**src/hdl/fde_pkg.sv**
```systemverilog
// Shared constants, register codes and interface types for the feedback delay echo
`timescale 1ns / 1ps

package fde_pkg;

  // geometry of the delay lines
  localparam int CHANNELS  = 2;
  localparam int CH_W      = 1;
  localparam int MAX_DELAY = 131072;
  localparam int POS_W     = $clog2(MAX_DELAY);
  localparam int FILL_W    = $clog2(MAX_DELAY + 1);
  localparam int MEM_DEPTH = CHANNELS * MAX_DELAY;
  localparam int MEM_AW    = $clog2(MEM_DEPTH);

  // field and register widths
  localparam int SAMPLE_W = 24;
  localparam int DELAY_W  = 25;
  localparam int FB_W     = 15;
  localparam int MIX_W    = 16;
  localparam int FRAC_W   = 8;

  // gain and delay limits
  localparam int MAX_FEEDBACK = 31130;
  localparam logic [FB_W-1:0]    FB_LIMIT     = FB_W'(MAX_FEEDBACK);
  localparam logic [MIX_W-1:0]   MIX_UNITY    = 16'h8000;
  localparam logic [DELAY_W-1:0] DELAY_MIN_Q8 = DELAY_W'(256);
  localparam logic [DELAY_W-1:0] DELAY_MAX_Q8 = DELAY_W'((MAX_DELAY - 1) * 256);

  // item operation codes
  localparam logic OP_PROCESS = 1'b0;
  localparam logic OP_CLEAR   = 1'b1;

  // register map
  localparam int PADDR_W = 4;
  localparam int RIDX_W  = PADDR_W - 2;
  localparam logic [RIDX_W-1:0] REG_ENABLE   = 2'd0;
  localparam logic [RIDX_W-1:0] REG_DELAY    = 2'd1;
  localparam logic [RIDX_W-1:0] REG_FEEDBACK = 2'd2;
  localparam logic [RIDX_W-1:0] REG_MIX      = 2'd3;

  // register reset values
  localparam logic               ENABLE_RST   = 1'b1;
  localparam logic [DELAY_W-1:0] DELAY_RST    = DELAY_W'(6144000);
  localparam logic [FB_W-1:0]    FEEDBACK_RST = '0;
  localparam logic [MIX_W-1:0]   MIX_RST      = MIX_W'(16384);

  typedef struct packed {
    logic               enable;
    logic [DELAY_W-1:0] delay_q8;
    logic [FB_W-1:0]    feedback_q15;
    logic [MIX_W-1:0]   mix_q15;
  } cfg_t;

  // controller to datapath
  typedef struct packed {
    logic accept;
    logic rd1;
    logic mac;
    logic mul;
    logic wr;
  } cmd_t;

  // datapath to controller
  typedef struct packed {
    logic process;
    logic out_busy;
  } sts_t;

endpackage

```
**src/hdl/fde_ctrl.sv**
```systemverilog
// Sequencing state machine: accept, two taps read, interpolate, scale, write back
`timescale 1ns / 1ps

module fde_ctrl (
  input  logic          clk,
  input  logic          rst_n,
  input  logic          in_valid,
  output logic          in_stall,
  input  fde_pkg::sts_t sts,
  output fde_pkg::cmd_t cmd
);

  localparam logic [2:0] ST_IDLE = 3'd0;
  localparam logic [2:0] ST_RD1  = 3'd1;
  localparam logic [2:0] ST_MAC  = 3'd2;
  localparam logic [2:0] ST_MUL  = 3'd3;
  localparam logic [2:0] ST_WR   = 3'd4;

  logic [2:0] state_r;
  logic [2:0] state_nxt;
  logic       accept;

  // take an item only when idle and the result register can be freed
  assign in_stall = (state_r != ST_IDLE) || sts.out_busy;
  assign accept   = in_valid && !in_stall;

  // next state
  always_comb begin
    state_nxt = state_r;
    case (state_r)
      ST_IDLE: if (accept && sts.process) state_nxt = ST_RD1;
      ST_RD1:  state_nxt = ST_MAC;
      ST_MAC:  state_nxt = ST_MUL;
      ST_MUL:  state_nxt = ST_WR;
      ST_WR:   state_nxt = ST_IDLE;
      default: state_nxt = ST_IDLE;
    endcase
  end

  always_ff @(posedge clk) begin
    if (!rst_n) begin
      state_r <= ST_IDLE;
    end else begin
      state_r <= state_nxt;
    end
  end

  // datapath commands
  assign cmd.accept = accept;
  assign cmd.rd1    = (state_r == ST_RD1);
  assign cmd.mac    = (state_r == ST_MAC);
  assign cmd.mul    = (state_r == ST_MUL);
  assign cmd.wr     = (state_r == ST_WR);

endmodule

```
**config.mk**
```make
export PLATFORM = sky130hd
export DESIGN_NAME = fde_ctrl
export DESIGN_NICKNAME = d
export VERILOG_FILES = /design/src/hdl/fde_pkg.sv /design/src/hdl/fde_ctrl.sv
export SDC_FILE = /design/constraint.sdc
export NUM_CORES = 1
export LEC_CHECK = 0
export BUFFER_PORTS_ARGS = -buffer_cell sky130_fd_sc_hd__buf_2
export CAP_MARGIN = 20
export CORE_AREA = 2 2 39 41
export CTS_CLUSTER_DIAMETER = 30
export CTS_CLUSTER_SIZE = 30
export DETAILED_ROUTE_END_ITERATION = 8
export DIE_AREA = 0 0 41 43
export GPL_ROUTABILITY_DRIVEN = 0
export HOLD_SLACK_MARGIN = 0.12
export SYNTH_ARGS = -nofsm -noshare
export SYNTH_HDL_FRONTEND = slang
export SYNTH_SLANG_ARGS = --single-unit
```
**constraint.sdc**
```tcl
create_clock -name clk -period 1.46 [get_ports clk]
set_input_delay 0.365 -clock clk [delete_from_list [all_inputs] [get_ports clk]]
set_output_delay 0.365 -clock clk [all_outputs]
set_load 0.005 [all_outputs]
```
==> flow_summary.rst <==
.. list-table::
   :header-rows: 1

   * - Metric
     - Value
   * - Cell count of the worst reg-to-reg path
     - 3
   * - Transition time at the pin with the least slew margin
     - 154 ps
   * - Fin. max-slew vios
     - 0
   * - Initial antenna violation count
     - 0
   * - Met2 routing resource usage after global routing
     - 0.0969
   * - Critical-path maximum fanout
     - 2
   * - Fraction of met1 tracks used by global routing
     - 0.0511
   * - Proportion of layout cells with a drive suffix above 1
     - 0.667
   * - Met3 capacity usage during global routing
     - 0.0471
   * - Static Leak
     - 0.161 nW
   * - Register clock-pin slew on the reported worst setup and hold paths
     - 30 ps
   * - Number of global-route vias before repair
     - 189
   * - Achievable frequency
     - 613 MHz
   * - Reg-to-reg slack, setup
     - 540 ps
   * - Violations in the final reports
     - negative setup slack
   * - Number of buffers added by the clock tree synthesis step
     - 3
   * - Insertion delay to the later sink of the worst-skew pair
     - 230 ps
   * - Total chip power
     - 0.286 mW
   * - Library cell contributing the largest single delay on the critical path
     - or4_4
   * - Critical Path Sink
     - cmd[4]
   * - Worst IR drop on VDD
     - 0.167 mV
   * - Root Buffer Master
     - clkbuf_4
   * - Aggregate global-route resource usage
     - 0.0651
   * - Horiz. Die Dim
     - 41 µm
   * - Row count
     - 14
   * - Detailed Routing Iterations Pass 1
     - 3
   * - Residual antenna-violating net count after detailed routing
     - 0
   * - Ordered list of cells on the worst path
     - or4_4, nor2_2, buf_2
   * - Number of violations reported at the end of detailed-routing iteration 0
     - 2
   * - Buffers on Ports
     - 10
   * - Biggest regs
     - state_r: 3 flops
   * - Final standard cell count with taps included and fillers excluded
     - 49
   * - Maximum number of buffers from clock root to sink
     - 2
   * - WL/cell
     - 8.86 µm
   * - DRC Markers
     - 0
   * - Max-cap violations
     - 0
   * - CP Class
     - reg -> out
   * - Synth Cell Area
     - 165 µm²
   * - Proportion of synthesized chip area in sequential cells
     - 0.364
   * - CP peak stage delay
     - 510 ps
   * - I/O pin count
     - 11
   * - Net Count, Synth
     - 22
   * - Type of the tightest min-delay check
     - in -> reg
   * - Number of synthesized register bits
     - 3
   * - Total number of vias
     - 170
   * - Outcome
     - finished, violations left
   * - CTS tree
     - built
   * - Nets
     - 39
   * - Hold Buf Count CTS
     - 0
   * - Skew final
     - 1.88 ps
   * - Final Cycle Share
     - 1.12
   * - Final Setup Violations
     - 2
   * - Crit. Startpoint
     - state_r[2]$_SDFFE_PN0P_
   * - Capture point of the worst reg-to-reg path
     - state_r[2]$_SDFFE_PN0P_
   * - Instance count after placement with tap cells included
     - 45
   * - Global routing's busiest layer
     - met2
   * - Clk sinks
     - 3
   * - DIE AREA
     - 1760 µm²
   * - Count of cell types in the netlist
     - 12
   * - DP Wirelength
     - 322 µm
   * - Vertical die dimension
     - 43 µm
   * - Wire length of the first global-routing pass
     - 696 µm
   * - Reg-to-Reg Start
     - state_r[0]$_SDFFE_PN0P_
   * - Worst path required time
     - 1100 ps
   * - Via count normalized by instance count
     - 3.47
   * - Areal power density over the cells
     - 987 nW/µm²
   * - Syn. warnings
     - 0
   * - Area Overhead vs Synth
     - 75.8%
   * - Synthesized netlist cell count
     - 17
   * - Overflow left after global routing
     - 0
   * - Setup repair after global routing missed its margin
     - true
   * - Max_slew headroom
     - 0.897
   * - Post-route worst hold slack
     - 380 ps
   * - Final core utilization
     - 0.210
   * - Largest net degree at the start of global routing
     - 7
   * - Number of levels the H-tree was split into
     - 1
   * - Final Hold Vio Count
     - 0
   * - Final worst-path setup slack
     - -171 ps
   * - Post-Syn Area per Cell
     - 9.72 µm²
   * - Post-layout minimum cycle time
     - 1630 ps
   * - Critical path arrival
     - 1270 ps
   * - ANT cells
     - 0
   * - Flip-flop count of the largest register, all copies and words added
     - 3
   * - Crit. End Element
     - output port
   * - Initial standard-cell utilization of the core
     - 0.119
   * - Biggest register
     - state_r
   * - Total core area
     - 1380 µm²
   * - CP Launch Type
     - register
   * - Detailed-route wire length
     - 434 µm
-- critical path: cells and delay by family (launching register included) --
family | cells | cell delay [ps]
buffers and inverters | 1 | 110
flip-flops | 1 | 310
AND/OR/NAND/NOR | 2 | 620
-- through the flow --
step / worst slack [ps] / setup TNS (ps) / cell area (µm²)
after floorplan: 33.6 / 0 / 165
after global placement: 24.4 / 0 / 250
after detailed placement: 11.4 / 0 / 250
after CTS: -180 / -309 / 277
after global routing: -226 / -359 / 290
final: -171 / -271 / 290
-- layout by cell type (no fill, tap or decap), drive strengths merged, types with 2 or more instances in the layout --
cell | netlist | routed
and2 | 2 | 2
nor3b | 3 | 3
clkbuf | 0 | 4
buf | 1 | 13
dfxtp | 3 | 3
and3b | 2 | 2
nor2 | 2 | 2
-- routing by layer --
layer	vias to the layer above	routed length [µm]
met1	73	155
met4	0	0
met5	-	0
met2	8	224
li1	89	-
met3	0	53
-- cell usage after synthesis, drive strengths merged --
cell / number / area (µm²)
and2: 2 / 12.5
and3b: 2 / 18.8
buf: 1 / 7.51
dfxtp: 3 / 60.1
inv: 1 / 3.75
nor2: 2 / 10.0
nor3b: 3 / 22.5
o211a: 1 / 10.0
or4: 1 / 11.3
xnor2: 1 / 8.76
-- kinds of logic after synthesis --
logic type,after synthesis,share of synthesized area
simple gates,10,0.455
compound gates,1,0.0606
flops,3,0.364
buf+inv,2,0.0682
xor+xnor,1,0.0530
-- worst min path at each step --
stage               cells after the start               startpoint                       to
floorplan                               1  state_r[2]$_SDFFE_PN0P_  state_r[1]$_SDFFE_PN0P_
global placement                        2  state_r[2]$_SDFFE_PN0P_  state_r[1]$_SDFFE_PN0P_
detailed placement                      2  state_r[2]$_SDFFE_PN0P_  state_r[1]$_SDFFE_PN0P_
CTS                                     2                    rst_n  state_r[2]$_SDFFE_PN0P_
global route                            2                    rst_n  state_r[2]$_SDFFE_PN0P_
finish                                  2                    rst_n  state_r[2]$_SDFFE_PN0P_
-- area by class of cell --
cell class | instances | area [µm²]
multi-input combinational | 12 | 106
clock buffer | 4 | 26.3
inverter | 1 | 3.75
sequential | 3 | 61.3
tap | 16 | 20.0
timing repair buffer | 13 | 72.6
fill | 165 | 1090
-- power breakdown --
| part | switching [mW] | internal [mW] | leakage, nW |
|---|---|---|---|
| Combinational | 0.0224 | 0.0311 | 0.121 |
| Clock | 0.0414 | 0.102 | 0.0150 |
| Sequential | 0.00215 | 0.0869 | 0.0249 |
-- what timing repair did --
item / CTS / global route
setup buffers: 0 / 0
pin swaps: 0 / 2
gates resized for setup: 0 / 4
setup endpoints to repair: 2 / 4
Power figures use the tool's default switching activity.
