<file path="src/hdl/fde_pkg.sv">
// Shared constants, register codes and interface types for the feedback delay echo
`timescale 1ns / 1ps

package fde_pkg;

  // geometry of the delay lines
  localparam int CHANNELS  = 2;
  localparam int CH_W      = 1;
  localparam int MAX_DELAY = 131072;
  localparam int POS_W     = $clog2(MAX_DELAY);
  localparam int FILL_W    = $clog2(MAX_DELAY + 1);
  localparam int MEM_DEPTH = CHANNELS * MAX_DELAY;
  localparam int MEM_AW    = $clog2(MEM_DEPTH);

  // field and register widths
  localparam int SAMPLE_W = 24;
  localparam int DELAY_W  = 25;
  localparam int FB_W     = 15;
  localparam int MIX_W    = 16;
  localparam int FRAC_W   = 8;

  // gain and delay limits
  localparam int MAX_FEEDBACK = 31130;
  localparam logic [FB_W-1:0]    FB_LIMIT     = FB_W'(MAX_FEEDBACK);
  localparam logic [MIX_W-1:0]   MIX_UNITY    = 16'h8000;
  localparam logic [DELAY_W-1:0] DELAY_MIN_Q8 = DELAY_W'(256);
  localparam logic [DELAY_W-1:0] DELAY_MAX_Q8 = DELAY_W'((MAX_DELAY - 1) * 256);

  // item operation codes
  localparam logic OP_PROCESS = 1'b0;
  localparam logic OP_CLEAR   = 1'b1;

  // register map
  localparam int PADDR_W = 4;
  localparam int RIDX_W  = PADDR_W - 2;
  localparam logic [RIDX_W-1:0] REG_ENABLE   = 2'd0;
  localparam logic [RIDX_W-1:0] REG_DELAY    = 2'd1;
  localparam logic [RIDX_W-1:0] REG_FEEDBACK = 2'd2;
  localparam logic [RIDX_W-1:0] REG_MIX      = 2'd3;

  // register reset values
  localparam logic               ENABLE_RST   = 1'b1;
  localparam logic [DELAY_W-1:0] DELAY_RST    = DELAY_W'(6144000);
  localparam logic [FB_W-1:0]    FEEDBACK_RST = '0;
  localparam logic [MIX_W-1:0]   MIX_RST      = MIX_W'(16384);

  typedef struct packed {
    logic               enable;
    logic [DELAY_W-1:0] delay_q8;
    logic [FB_W-1:0]    feedback_q15;
    logic [MIX_W-1:0]   mix_q15;
  } cfg_t;

  // controller to datapath
  typedef struct packed {
    logic accept;
    logic rd1;
    logic mac;
    logic mul;
    logic wr;
  } cmd_t;

  // datapath to controller
  typedef struct packed {
    logic process;
    logic out_busy;
  } sts_t;

endpackage

</file>
<file path="src/hdl/fde_regs.sv">
// Configuration register file behind the APB-style port
`timescale 1ns / 1ps

module fde_regs (
  input  logic                         clk,
  input  logic                         rst_n,
  input  logic                         psel,
  input  logic                         penable,
  input  logic                         pwrite,
  input  logic [fde_pkg::PADDR_W-1:0]  paddr,
  input  logic [31:0]                  pwdata,
  output logic [31:0]                  prdata,
  output logic                         pready,
  output fde_pkg::cfg_t                cfg
);

  logic                             enable_r;
  logic [fde_pkg::DELAY_W-1:0]      delay_q8_r;
  logic [fde_pkg::FB_W-1:0]         feedback_q15_r;
  logic [fde_pkg::MIX_W-1:0]        mix_q15_r;
  logic [fde_pkg::RIDX_W-1:0]       ridx;
  logic                             wr_en;

  assign ridx   = paddr[fde_pkg::PADDR_W-1:2];
  assign wr_en  = psel && penable && pwrite;
  assign pready = 1'b1;

  // register writes on the access phase
  always_ff @(posedge clk) begin
    if (!rst_n) begin
      enable_r       <= fde_pkg::ENABLE_RST;
      delay_q8_r     <= fde_pkg::DELAY_RST;
      feedback_q15_r <= fde_pkg::FEEDBACK_RST;
      mix_q15_r      <= fde_pkg::MIX_RST;
    end else if (wr_en) begin
      case (ridx)
        fde_pkg::REG_ENABLE:   enable_r       <= pwdata[0];
        fde_pkg::REG_DELAY:    delay_q8_r     <= pwdata[fde_pkg::DELAY_W-1:0];
        fde_pkg::REG_FEEDBACK: feedback_q15_r <= pwdata[fde_pkg::FB_W-1:0];
        fde_pkg::REG_MIX:      mix_q15_r      <= pwdata[fde_pkg::MIX_W-1:0];
        default: ;
      endcase
    end
  end

  // readback
  always_comb begin
    case (ridx)
      fde_pkg::REG_ENABLE:   prdata = {31'd0, enable_r};
      fde_pkg::REG_DELAY:    prdata = 32'(delay_q8_r);
      fde_pkg::REG_FEEDBACK: prdata = 32'(feedback_q15_r);
      fde_pkg::REG_MIX:      prdata = 32'(mix_q15_r);
      default:               prdata = '0;
    endcase
  end

  assign cfg.enable       = enable_r;
  assign cfg.delay_q8     = delay_q8_r;
  assign cfg.feedback_q15 = feedback_q15_r;
  assign cfg.mix_q15      = mix_q15_r;

endmodule

</file>
<file path="config.mk">
export PLATFORM = sky130hd
export DESIGN_NAME = fde_regs
export DESIGN_NICKNAME = d
export VERILOG_FILES = /design/src/hdl/fde_pkg.sv /design/src/hdl/fde_regs.sv
export SDC_FILE = /design/constraint.sdc
export NUM_CORES = 1
export LEC_CHECK = 0
export BUFFER_PORTS_ARGS = -buffer_cell sky130_fd_sc_hd__buf_2
export CORE_ASPECT_RATIO = 0.75
export CORE_MARGIN = 3
export CORE_UTILIZATION = 50
export DETAILED_ROUTE_END_ITERATION = 12
export PLACE_DENSITY = 0.9
export SLEW_MARGIN = 10
export SYNTH_ARGS = -nofsm -noshare
export SYNTH_HDL_FRONTEND = slang
export SYNTH_SLANG_ARGS = --single-unit
</file>
<file path="constraint.sdc">
create_clock -name clk -period 1.4 [get_ports clk]
set_input_delay 0 -clock clk [delete_from_list [all_inputs] [get_ports clk]]
set_output_delay 0 -clock clk [all_outputs]
set_load 0.03 [all_outputs]
</file>
==> impl.org, run 1 <==
** Setup path
- Type of origin of the critical path :: flop
- Type of the setup path with the least slack :: reg -> out
- Cell with the largest stage delay on the worst path :: sky130_fd_sc_hd__dfxtp_1
- Crit path capture type :: output pin
- At the worst endpoint, the required time is 1400 ps.
- At the worst endpoint, the arrival time is roughly 1300 ps.
- The largest single stage delay on the critical path is approximately 340 ps.
- Along the worst path, the maximum fanout reaches 3.
- The critical path goes through mux2_1 -> a22o_1 -> buf_2.

** Placed design
- Quantity of I/O buffers inserted on ports :: roughly 110
- Final estimated routing congestion in global placement :: roughly 0.76
- HPWL after detailed placement :: 4859 um
- Pre-CTS setup slack :: 230.3 ps

** Routing
- In the routed design, unresolved DRC markers number 0.
- Length of the first detailed-routing pass in iterations :: 4
- Wirelength per Cell :: ~15 um
- Routed via count :: 2486
- The final layout contains routed wiring with a total length of 7543 um.
- Using the TritonRoute via totals, the vias-per-cell ratio works out to approximately 5.1.
- Remaining number of nets flagged by the antenna check after routing :: 0
- For this block, the initial DRC count from the detailed router was approximately 110.

** Global route
- Antenna violations before repair :: 0
- The via count of the first global-routing pass was ~2500.
- Global routing consumed, over all layers together, between 20% and 30% of the routing resources.
- Total overflow reported by the global router :: 0
- The first global-routing pass estimated 12410 um of wire.
- Pin count of the biggest net entering global routing :: 33

** Clocking
- TritonCTS built the clock tree.
- Max clock buf depth :: 2
- In this run the number of H-tree levels came out at 3.
- Post-CTS Setup Bufs :: 0
- Clock slew seen by the registers of the worst setup and hold paths :: 60 ps
- Skew-Pair Late Insertion Delay :: 330 ps
- Number of gates resized after cts :: 0
- Number of buffers added by the clock tree synthesis step :: 9
- Total clock sinks :: 57
- Clock tree synthesis selected as its root buffer the cell sky130_fd_sc_hd__clkbuf_8.

** Synthesis
- After synthesis, the share of flip-flops with an asynchronous set or reset is 0%.
- Fraction of the yosys area taken by sequential cells :: 41.91%
- Counting flops with a built-in enable in the synthesized netlist gives 0.
- Library cells used by synthesis :: 29
- For this run, the number of Yosys warnings is 0.
- Among all flip-flop cells after synthesis, the most frequent one is sky130_fd_sc_hd__dfxtp_1.
- Cell count after synthesis :: between 200 and 300
- After synthesis the netlist holds a flip-flop and latch count of 57.
- Post-synthesis average cell area :: 9.689 sq um
- The synthesized netlist occupies a cell area of about 2700 sq um.

** Cells and area
- In the final layout, the share of cells above drive strength 1 is a little over a third.
- The filler cells instantiated in the layout total 369.
- Synthesis-to-layout area growth :: 37.96%
- At the end of the flow, the number of nets in the layout was between 400 and 500.

** Timing
- RSZ-0062 raised after global routing :: false
- Setup total negative slack :: 0 ps
- Worst-case setup margin in the final layout :: approximately 62 ps
- Setup violations remaining at the end of the flow were counted as 0.
- The number of failing hold endpoints at the final stage came to 0.
- The worst path needs around 1300 ps of the cycle, external delays included.
- The max-slew violation count came to 0.
- Part of the cycle the worst path needs :: between 90% and 100%
- Timing would allow up to approximately 750 MHz.
- Setup clock skew after layout :: 0 ps

** Power
- VDD IR max :: between 600 and 700 uV
- For this design the static power due to leakage is about 0.0019 uW.
- Power Density :: approximately 1000 nW/um^2

** Die
- approximately 130 I/O pins were placed.
- Once the floorplan was initialized, standard cells occupied a little over half of the core.
- Die Outline Area :: approximately 6400 sq um
- Die H :: ~70 um
- The initialized floorplan defines 22 standard-cell rows.
- The floorplan step defined a core boundary enclosing around 5100 sq um.
- Die width :: 91.21 um

** Outcome
- The flow ran to the end, and the final reports show no timing, DRC or antenna violations.

** Worst hold path
- Type of the worst min-delay path :: in -> reg

** Job
- MaxCap Viol Count :: 0
[worst paths after layout]
| path | start | endpoint | slack (ps) | cells after the start |
|---|---|---|---|---|
| setup / recovery | mix_q15_r[14] | prdata[14] | 60 | 3 |
| hold / removal | rst_n | feedback_q15_r[4] | 130 | 3 |
| setup reg to reg | delay_q8_r[14] | delay_q8_r[14] | 640 | 3 |
| hold reg to reg | delay_q8_r[6] | delay_q8_r[6] | 470 | 2 |
[routing by layer]
| metal | wire length, um | vias to the layer above | global-route usage (%) |
|---|---|---|---|
| li1 | - | 1197 | - |
| met1 | 2953 | 1188 | 27.03 |
| met2 | 4052 | 93 | 45.27 |
| met3 | 459 | 8 | 6.781 |
| met4 | 77 | 0 | 8.194 |
| met5 | 0 | - | 0 |
[worst max-delay path, delay by kind of cell, from the launching register on]
family / cells / cell delay (ps)
buf+inv: 1 / 170
flops: 1 / 340
compound gates: 1 / 190
mux: 1 / 320
[layout make-up]
cell class                 instances  area [sq um]  share of cell area, %
antenna                            1         2.502                0.06662
clock buffer                      11         151.4                  4.031
clock inverter                     5         77.57                  2.065
inverter                           6         22.52                 0.5996
multi-input combinational        192          1345                  35.81
sequential                        57          1141                  30.38
tap                               72         90.09                  2.398
timing repair buffer             146         925.9                  24.65
[Yosys cell counts (all sizes together) (4+ instances only)]
cell	count	area share (%)
a22o	14	4.5
nor2b	4	1.2
nand2	68	9.4
nand3	8	1.9
clkbuf	8	1.1
dfxtp	57	42
and2	10	2.4
mux2i	50	18
o211ai	6	1.7
mux2	14	5.8
inv	6	0.83
buf	24	7.6
[metrics by stage]
stage	hold WS, ps	total power (uW)	std cells	area [sq um]	utilization (%)
detailed placement	254.1	2110	448	3274	64.65
global placement	246.3	2100	448	3274	64.65
CTS	107.5	3899	489	3754	74.11
global route	130.1	3999	489	3754	74.11
floorplan	142.1	1998	287	2745	-
finish	129.8	3864	490	3756	74.16
[where the power goes]
group | internal (uW) | switching [uW]
Combinational | 187 | 284
Clock | 1090 | 639
Sequential | 1640 | 17.3
[flip-flops by register name (all words and copies together) (netlist names)]
| signal | count |
|---|---|
| delay_q8_r | 25 |
| enable_r | 1 |
| feedback_q15_r | 15 |
| mix_q15_r | 16 |
[layout by cell type, fill, tap and decap left out, types with 3 or more instances in the layout]
| master | netlist | final |
|---|---|---|
| sky130_fd_sc_hd__buf_2 | 5 | 113 |
| sky130_fd_sc_hd__nand2_1 | 68 | 68 |
| sky130_fd_sc_hd__dfxtp_1 | 57 | 57 |
| sky130_fd_sc_hd__mux2i_1 | 50 | 50 |
| sky130_fd_sc_hd__dlygate4sd3_1 | 0 | 25 |
| sky130_fd_sc_hd__a22o_1 | 14 | 14 |
| sky130_fd_sc_hd__clkbuf_8 | 0 | 11 |
| sky130_fd_sc_hd__and2_1 | 9 | 9 |
| sky130_fd_sc_hd__mux2_2 | 8 | 8 |
| sky130_fd_sc_hd__conb_1 | 2 | 8 |
| sky130_fd_sc_hd__nand3_1 | 7 | 7 |
| sky130_fd_sc_hd__mux2_1 | 6 | 6 |
| sky130_fd_sc_hd__inv_1 | 6 | 6 |
| sky130_fd_sc_hd__o211ai_1 | 6 | 6 |
| sky130_fd_sc_hd__buf_12 | 1 | 4 |
| sky130_fd_sc_hd__buf_4 | 11 | 4 |
| sky130_fd_sc_hd__nor2b_1 | 3 | 3 |
[cell families (layout without fill, tap and decap cells)]
group / after synthesis / count (layout) / synth area share, %
and+or+nand+nor: 96 / 96 / 16.50
muxes: 65 / 65 / 25.00
DFF: 57 / 57 / 41.91
buffers and inverters: 38 / 168 / 9.513
AOI/OAI and AO/OA: 23 / 23 / 6.802
other: 2 / 9 / 0.2758
[timing repair]
item,in CTS,in global routing
endpoints found under the hold margin,57,0
hold buffers,25,0
endpoints found under the setup margin,0,0
Power figures use the tool's default switching activity.
==> inputs of run 2 (changes only) <==
--- a/config.mk
+++ b/config.mk
@@ -8,7 +8,9 @@
 export BUFFER_PORTS_ARGS = -buffer_cell sky130_fd_sc_hd__buf_2
+export CAP_MARGIN = 20
 export CORE_ASPECT_RATIO = 0.75
 export CORE_MARGIN = 3
-export CORE_UTILIZATION = 50
+export CORE_UTILIZATION = 51
+export CTS_BUF_LIST = sky130_fd_sc_hd__clkbuf_2
 export DETAILED_ROUTE_END_ITERATION = 12
-export PLACE_DENSITY = 0.9
+export PLACE_DENSITY = 0.91
 export SLEW_MARGIN = 10
--- a/constraint.sdc
+++ b/constraint.sdc
@@ -3,2 +3,2 @@
 set_output_delay 0 -clock clk [all_outputs]
-set_load 0.03 [all_outputs]
+set_load 0.1 [all_outputs]
==> impl.org, run 2 (synthesis gave the netlist of run 1 again) <==
** Routing
- Drt total wl :: 9554 um (was 7543 um)
- The post-route DRC violation count was 0 (unchanged).
- Length of the first detailed-routing pass in iterations :: 4 (unchanged)
- Drt first-iter violations :: 143 (was 107)
- The average wire length per cell after detail routing is 18.48 um (was 15.39 um).
- The detailed-route vias per instance came to 5.408 (was 5.073).
- The number of nets still failing antenna checks after routing is 0 (unchanged).
- Routed via count :: 2796 (was 2486)

** Cells and area
- The register name with the most flops was delay_q8_r (unchanged).
- The number of cells in the finished layout apart from fillers came to 517 (was 490).
- Antenna Cells :: 0 (was 1)
- Commonest cells after routing, fill and taps aside: 68 x sky130_fd_sc_hd__nand2_1, 67 x sky130_fd_sc_hd__buf_2, 57 x sky130_fd_sc_hd__dfxtp_2, 50 x sky130_fd_sc_hd__mux2i_1, 36 x sky130_fd_sc_hd__buf_4 (was 113 x sky130_fd_sc_hd__buf_2, 68 x sky130_fd_sc_hd__nand2_1, 57 x sky130_fd_sc_hd__dfxtp_1, 50 x sky130_fd_sc_hd__mux2i_1, 25 x sky130_fd_sc_hd__dlygate4sd3_1).
- Nets@finish :: 483 (was 453)
- Largest registers :: delay_q8_r (25), mix_q15_r (16), feedback_q15_r (15) (unchanged)
- The signed area change from the synthesized netlist to the final layout was 65.35% (was 37.96%).
- The share of layout cells above drive strength 1 came to 58.43% (was 35.97%).
- Max reg flops :: 25 (unchanged)
- Most common library cell in the layout ignoring fill and taps :: sky130_fd_sc_hd__nand2_1 (was sky130_fd_sc_hd__buf_2)

** Global route
- Pin count of the biggest net entering global routing :: 79 (was 33)
- The first-pass GRT wire length came to 14600 um (was 12410 um).
- The number of antenna violations at the first check in global routing is 0 (unchanged).
- Total overflow reported by the global router :: 0 (unchanged)
- Global-route usage over all layers :: 29.41% (was 24.52%)
- The via count of the first global-routing pass was 2805 (was 2485).

** Setup path
- Type of origin of the critical path :: flop (unchanged)
- The buffers plus inverters on the worst setup path is 1 (unchanged).
- The family with the most delay on the worst path is multiplexers (was flip-flops).
- The data arrival time at the worst-slack endpoint came to 1540 ps (was 1340 ps).
- Cell with the largest stage delay on the worst path :: sky130_fd_sc_hd__mux4_2 (was sky130_fd_sc_hd__dfxtp_1)
- Ordered list of cells on the worst path :: mux4_2 -> buf_12 (was mux2_1 -> a22o_1 -> buf_2)
- The data required time of the worst path came to 1400 ps (about the same).
- Type of the setup path with the least slack :: reg -> out (unchanged)
- The delay of the slowest cell on the worst path came to 490 ps (was 340 ps).
- Largest driver fanout on the critical path :: 3 (unchanged)
- Crit path capture type :: output pin (unchanged)

** Clocking
- The insertion delay of the later-clocked pin in the worst-skew pair came to 470 ps (was 330 ps).
- CTS tree :: done (unchanged)
- The buffer cell driving the clock tree root was sky130_fd_sc_hd__clkbuf_2 (was sky130_fd_sc_hd__clkbuf_8).
- H-Tree Level Count :: 3 (unchanged)
- Max clock buf depth :: 2 (unchanged)
- Number of buffers added by the clock tree synthesis step :: 9 (unchanged)
- The CTS clock-pin slew for the worst setup and hold paths is 170 ps (was 60 ps).
- Total clock sinks :: 57 (unchanged)

** Timing
- RSZ-0062 raised after global routing: true (was false).
- Part of the cycle the worst path needs :: 109.8% (was 95.60%)
- Setup clock skew after layout :: 0 ps (unchanged)
- The worst-case setup margin in the final layout is -137.7 ps (was 61.57 ps).
- The number of failing hold endpoints at the final stage was 0 (unchanged).
- Setup total negative slack :: -1538 ps (was 0 ps)
- The max-slew violation count was 0 (unchanged).
- Highest achievable clock rate :: 650.3 MHz (was 747.1 MHz)
- The number of endpoints failing setup at the final stage was 15 (was 0).
- The final period demand of the worst path came to 1538 ps (was 1338 ps).

** Placed design
- The total of buffers placed on input and output ports is 113 (unchanged).
- The placer congestion estimate came to 0.7575 (was 0.7612).
- HPWL after detailed placement :: 5280 um (was 4859 um)
- Inst Count DP :: 450 (was 448)

** Die
- Die H :: 69.28 um (was 69.91 um)
- The die width is 90.37 um (was 91.21 um).
- Die Outline Area :: 6260 sq um (was 6376 sq um)
- Placeable core area :: 5010 sq um (was 5065 sq um)
- The count of boundary I/O pins is 131 (unchanged).
- The effective utilization at floorplan came to 54.35% (was 53.75%).
- The site row count came to 22 (unchanged).

** Power
- Static power due to leakage :: 0.002175 uW (was 0.001871 uW)
- The power spent charging and discharging nets is 1240 uW (was 939.9 uW).
- The portion of total power attributed to combinational logic came to 25.1% (was 12.2%).
- Internal power component :: 2304 uW (was 2924 uW)
- Power Density :: 787.1 nW/um^2 (was 1029 nW/um^2)
- The share of power burned in registers came to 47.1% (was 43.0%).
- Net switching share of the total power :: 34.99% (was 24.32%)
- Clock network fraction of total power :: 27.8% (was 44.8%)
- VDD IR max :: 511.2 uV (was 646.2 uV)

** Worst hold path
- Type of the worst min-delay path :: in -> reg (unchanged)

** Job
- MaxCap Viol Count :: 0 (unchanged)

** Outcome
- Run status: finished, violations left (was completed).
- Violations in the final reports :: negative setup slack
## run 2: cell count changes in the layout (fill, tap and decap cells not counted), moves of 18 or more
| cell | before | now |
|---|---|---|
| sky130_fd_sc_hd__dfxtp_2 | 0 | 57 |
| sky130_fd_sc_hd__buf_4 | 4 | 36 |
| sky130_fd_sc_hd__buf_2 | 113 | 67 |
| sky130_fd_sc_hd__dfxtp_1 | 57 | 0 |
| sky130_fd_sc_hd__buf_12 | 4 | 26 |
| sky130_fd_sc_hd__clkbuf_4 | 0 | 18 |
## run 2: final cells by class
class,count,area (sq um)
multi-input combinational,192,1531
tap,72,90.09
fill,226,508.0
sequential,57,1212
clock buffer,9,45.04
timing repair buffer,176,1551
inverter,6,22.52
clock inverter,5,48.80
## run 2: through the flow
stage | utilization, % | hold WS (ps) | area (sq um) | power [uW] | setup WS [ps]
2_1_floorplan | - | 134.6 | 2851 | 2296 | 5.983
3_3_place_gp | 74.23 | 241.1 | 3719 | 2454 | 263.1
3_5_place_dp | 74.23 | 251.9 | 3719 | 2466 | 208.0
4_1_cts | 87.54 | 33.28 | 4385 | 3490 | -115.6
5_1_grt | 89.86 | 15.30 | 4502 | 3662 | -221.2
6_report | 89.86 | 42.21 | 4502 | 3543 | -137.7
## run 2: tightest hold or removal path: stages
cell                       delay [ps]
sky130_fd_sc_hd__buf_2            100
sky130_fd_sc_hd__and3_4           200
sky130_fd_sc_hd__nand3_1          100
sky130_fd_sc_hd__o211ai_1          80
## run 2: routing by layer
metal | global-route usage, % | vias up | wire length, um
li1 | - | 1253 | -
met1 | 33.47 | 1352 | 3619
met2 | 51.41 | 161 | 4800
met3 | 9.002 | 30 | 824
met4 | 12.05 | 0 | 310
met5 | 0 | - | 0
## run 2: timing repair
action / in CTS / in global routing
hold buffers: 29 / 0
endpoints found under the hold margin: 57 / 0
resized for setup: 25 / 30
setup buffers: 20 / 4
pin swaps: 4 / 4
setup endpoints to repair: 15 / 35
## run 2: power groups by stage
stage	Combinational, uW	Sequential (uW)	Clock (uW)
global route	923	1670	1070
finish	891	1670	985
global placement	755	1700	0
floorplan	436	1860	0
CTS	863	1660	962
detailed placement	765	1700	0
## run 2: worst paths after layout
path	cells past startpoint	end	start	slack, ps
worst max register to register	3	enable_r	enable_r	80
worst min-delay path	4	delay_q8_r[15]	penable	40
worst min register to register	2	feedback_q15_r[8]	feedback_q15_r[8]	480
worst max-delay path	2	prdata[0]	enable_r	-140
==> inputs of run 3 (changes only) <==
- CELL_PAD_IN_SITES_DETAIL_PLACEMENT: unset -> 1
- CELL_PAD_IN_SITES_GLOBAL_PLACEMENT: unset -> 2
- CORE_UTILIZATION: 51 -> 29
- GPL_TIMING_DRIVEN: unset -> 0
==> impl.org, run 3 (synthesis gave the netlist of run 1 again) <==
** Global route
- Global routing usage on met3 :: 4.956% (was 9.002%)
- Global-route usage over all layers :: 20.16% (was 29.41%)
- The global-route met1 utilization was 24.58% (was 33.47%).
- Highest-utilization routing layer at the global route stage :: met2 (unchanged)
- The global-route met2 utilization is 35.58% (was 51.41%).
- The via count of the first global-routing pass came to 3094 (was 2805).
- Pin count of the biggest net entering global routing :: 11 (was 79)
- The total grt overflow is 0 (unchanged).
- Antenna violations before repair :: 0 (unchanged)
- Wire length of the first global-routing pass :: 16870 um (was 14600 um)

** Power
- The static leakage power was 0.002256 uW (was 0.002175 uW).
- The highest ir drop seen on vdd is 360.4 uV (was 511.2 uV).
- The total power divided by cell area came to 776.1 nW/um^2 (was 787.1 nW/um^2).

** Cells and area
- Register with the most flip-flops :: delay_q8_r (unchanged)
- Commonest cells after routing, fill and taps aside :: 68 x sky130_fd_sc_hd__nand2_1, 63 x sky130_fd_sc_hd__buf_4, 63 x sky130_fd_sc_hd__buf_2, 57 x sky130_fd_sc_hd__dfxtp_2, 49 x sky130_fd_sc_hd__mux2i_1 (was 68 x sky130_fd_sc_hd__nand2_1, 67 x sky130_fd_sc_hd__buf_2, 57 x sky130_fd_sc_hd__dfxtp_2, 50 x sky130_fd_sc_hd__mux2i_1, 36 x sky130_fd_sc_hd__buf_4)
- The total number of nets in the final design is 508 (was 483).
- Largest registers :: delay_q8_r (25), mix_q15_r (16), feedback_q15_r (15) (unchanged)
- Synthesis-to-layout area growth :: 71.14% (was 65.35%)
- Most common library cell in the layout ignoring fill and taps :: sky130_fd_sc_hd__nand2_1 (unchanged)
- Max reg flops :: 25 (unchanged)
- The share of layout cells above drive strength 1 is 59.53% (was 58.43%).
- Number of fill cells :: 1027 (was 226)
- Final Non-Filler Cells :: 596 (was 517)
- Antenna Cells :: 0 (unchanged)

** Placed design
- The placed wire-length estimate was 6801 um (was 5280 um).
- The placement-stage worst setup slack is -86.61 ps (was 208.0 ps).
- Quantity of I/O buffers inserted on ports :: 112 (was 113)
- Inst Count DP :: 523 (was 450)
- Final estimated routing congestion in global placement :: 0.7650 (was 0.7575)

** Setup path
- The cell with the biggest individual delay on the critical path is sky130_fd_sc_hd__dfxtp_2 (was sky130_fd_sc_hd__mux4_2).
- Required time reported for the critical path endpoint :: 1400 ps (about the same)
- The kind of launch point of the worst setup path is a flop (unchanged).
- Ordered list of cells on the worst path: mux2_4 -> a22o_4 -> buf_12 (was mux4_2 -> buf_12).
- The endpoint class of the critical path was an output pin (unchanged).
- Largest stage delay, worst path :: 370 ps (was 490 ps)
- Data arrival at the endpoint of the critical path :: 1500 ps (was 1540 ps)
- Internal reg-to-reg setup slack :: 570 ps (was 80 ps)
- RR Endpoint :: mix_q15_r[1] (was enable_r)
- Type of the setup path with the least slack :: reg -> out (unchanged)
- The critical path startpoint was feedback_q15_r[1] (was enable_r).
- The depth of the worst register-to-register path is 3 (unchanged).
- CP Capture Point :: prdata[1] (was prdata[0])
- The critical register-to-register path startpoint is mix_q15_r[1] (was enable_r).
- The maximum fanout count along the critical path is 3 (unchanged).

** Routing
- The detailed-router iteration count before antenna repair is 4 (unchanged).
- Wirelength per Cell :: 17.68 um (was 18.48 um)
- Avg Vias per Cell :: 4.638 (was 5.408)
- The violation count after the first detailed-routing iteration is 52 (was 143).
- Routed via count :: 2764 (was 2796)
- The number of nets still failing antenna checks after routing came to 0 (unchanged).
- Drt total wl :: 10540 um (was 9554 um)
- The post-route DRC violation count was 0 (unchanged).

** Die
- The die width was 117.9 um (was 90.37 um).
- The area of the die is 10600 sq um (was 6260 sq um).
- # rows :: 29 (was 22)
- Boundary pin count :: 131 (unchanged)
- Effective utilization at floorplan :: 31.01% (was 54.35%)
- The die height is 89.91 um (was 69.28 um).
- Placeable core area :: 8781 sq um (was 5010 sq um)

** Clocking
- H-Tree Level Count :: 3 (unchanged)
- The count of clock tree sinks came to 57 (unchanged).
- CTS tree :: done (unchanged)
- The worst-case clock buffer depth is 2 (unchanged).
- CTS Root Buffer Type :: sky130_fd_sc_hd__clkbuf_2 (unchanged)
- The insertion delay of the later-clocked pin in the worst-skew pair was 460 ps (was 470 ps).
- Number of buffers added by the clock tree synthesis step :: 9 (unchanged)
- Clock slew seen by the registers of the worst setup and hold paths :: 170 ps (about the same)

** Timing
- The worst-case setup margin in the final layout was -97.84 ps (was -137.7 ps).
- RSZ-0062 raised after global routing: true (unchanged).
- Setup clock skew after layout :: 0 ps (unchanged)
- Final number of hold-violating endpoints :: 0 (unchanged)
- Slew at the pin closest to its max-slew limit :: roughly 760 ps
- The final hold slack came to 54.15 ps (was 42.21 ps).
- The final period demand of the worst path is 1498 ps (was 1538 ps).
- Worst slew margin relative to its limit :: 49.45%
- Final Setup Violations :: 15 (unchanged)
- The upper clock frequency limit came to 667.6 MHz (was 650.3 MHz).
- The portion of the clock cycle consumed by the worst path in the final layout came to 107.0% (was 109.8%).
- Max-slew violations :: 0 (unchanged)

** Worst hold path
- The class of the worst hold path is in -> reg (unchanged).

** Outcome
- Run status :: finished, violations left (unchanged)
- Violations in the final reports :: negative setup slack (unchanged)

** Job
- The max-capacitance violation count is 0 (unchanged).
## run 3: cell types whose count changed in the layout (fill, tap and decap cells not counted), moves of 2 or more
cell | before | now
sky130_fd_sc_hd__buf_4 | 36 | 63
sky130_fd_sc_hd__buf_12 | 26 | 16
sky130_fd_sc_hd__buf_6 | 0 | 9
sky130_fd_sc_hd__clkbuf_1 | 0 | 8
sky130_fd_sc_hd__buf_2 | 67 | 63
sky130_fd_sc_hd__clkbuf_4 | 18 | 14
sky130_fd_sc_hd__clkinvlp_4 | 0 | 2
## run 3: metrics by stage
| step | setup TNS [ps] | power [uW] | util, % | area [sq um] |
|---|---|---|---|---|
| final | -1104 | 3616 | 53.06 | 4659 |
| after global routing | -2534 | 3785 | 53.06 | 4659 |
| after CTS | -1960 | 3652 | 51.71 | 4541 |
| after detailed placement | -300.9 | 2455 | 40.62 | 3567 |
| after global placement | -322.2 | 2447 | 40.62 | 3567 |
| after floorplan | 0 | 2296 | - | 2851 |
## run 3: worst min path at each step
stage | start | endpoint | slack (ps) | cells after the start
after global placement | pwdata[24] | delay_q8_r[24] | 240 | 3
after global routing | psel | mix_q15_r[3] | 10 | 4
after floorplan | pwdata[17] | delay_q8_r[17] | 130 | 2
after CTS | paddr[3] | feedback_q15_r[2] | 30 | 4
final | psel | mix_q15_r[2] | 50 | 4
after detailed placement | pwdata[21] | delay_q8_r[21] | 250 | 3
## run 3: critical path, delay by kind of cell (launching register included)
family                 cells  cell delay (ps)
AO/OA/AOI/OAI              1              230
flip-flops                 1              370
multiplexers               1              270
buffers and inverters      1              160
## run 3: area by class of cell
cell class	instances	area [sq um]	area share, %
clock inverters	6	58.81	1.262
clock buffers	10	50.05	1.074
flip-flops and latches	57	1212	26.02
multi-input cells	192	1535	32.95
repair buffers	169	1389	29.81
inverters	6	22.52	0.4834
well taps	124	155.1	3.330
plain buffers	32	236.5	5.075
## run 3: routing by layer
layer	wire (um)	vias to the layer above
met5	0	-
met4	143	0
met3	434	15
met2	5364	90
met1	4596	1354
li1	-	1305
## run 3: repair_timing
action	in CTS	in global routing
hold endpoints to repair	57	0
hold buffers	29	0
setup endpoints to repair	26	33
pin swaps	4	4
resized for setup	101	28
buffers inserted	26	3
## run 3: where the power goes
part / switching, uW / internal (uW) / leakage, uW
clock network: 633 / 407 / 0.0000654
logic: 633 / 277 / 0.00171
registers: 16.9 / 1650 / 0.000480
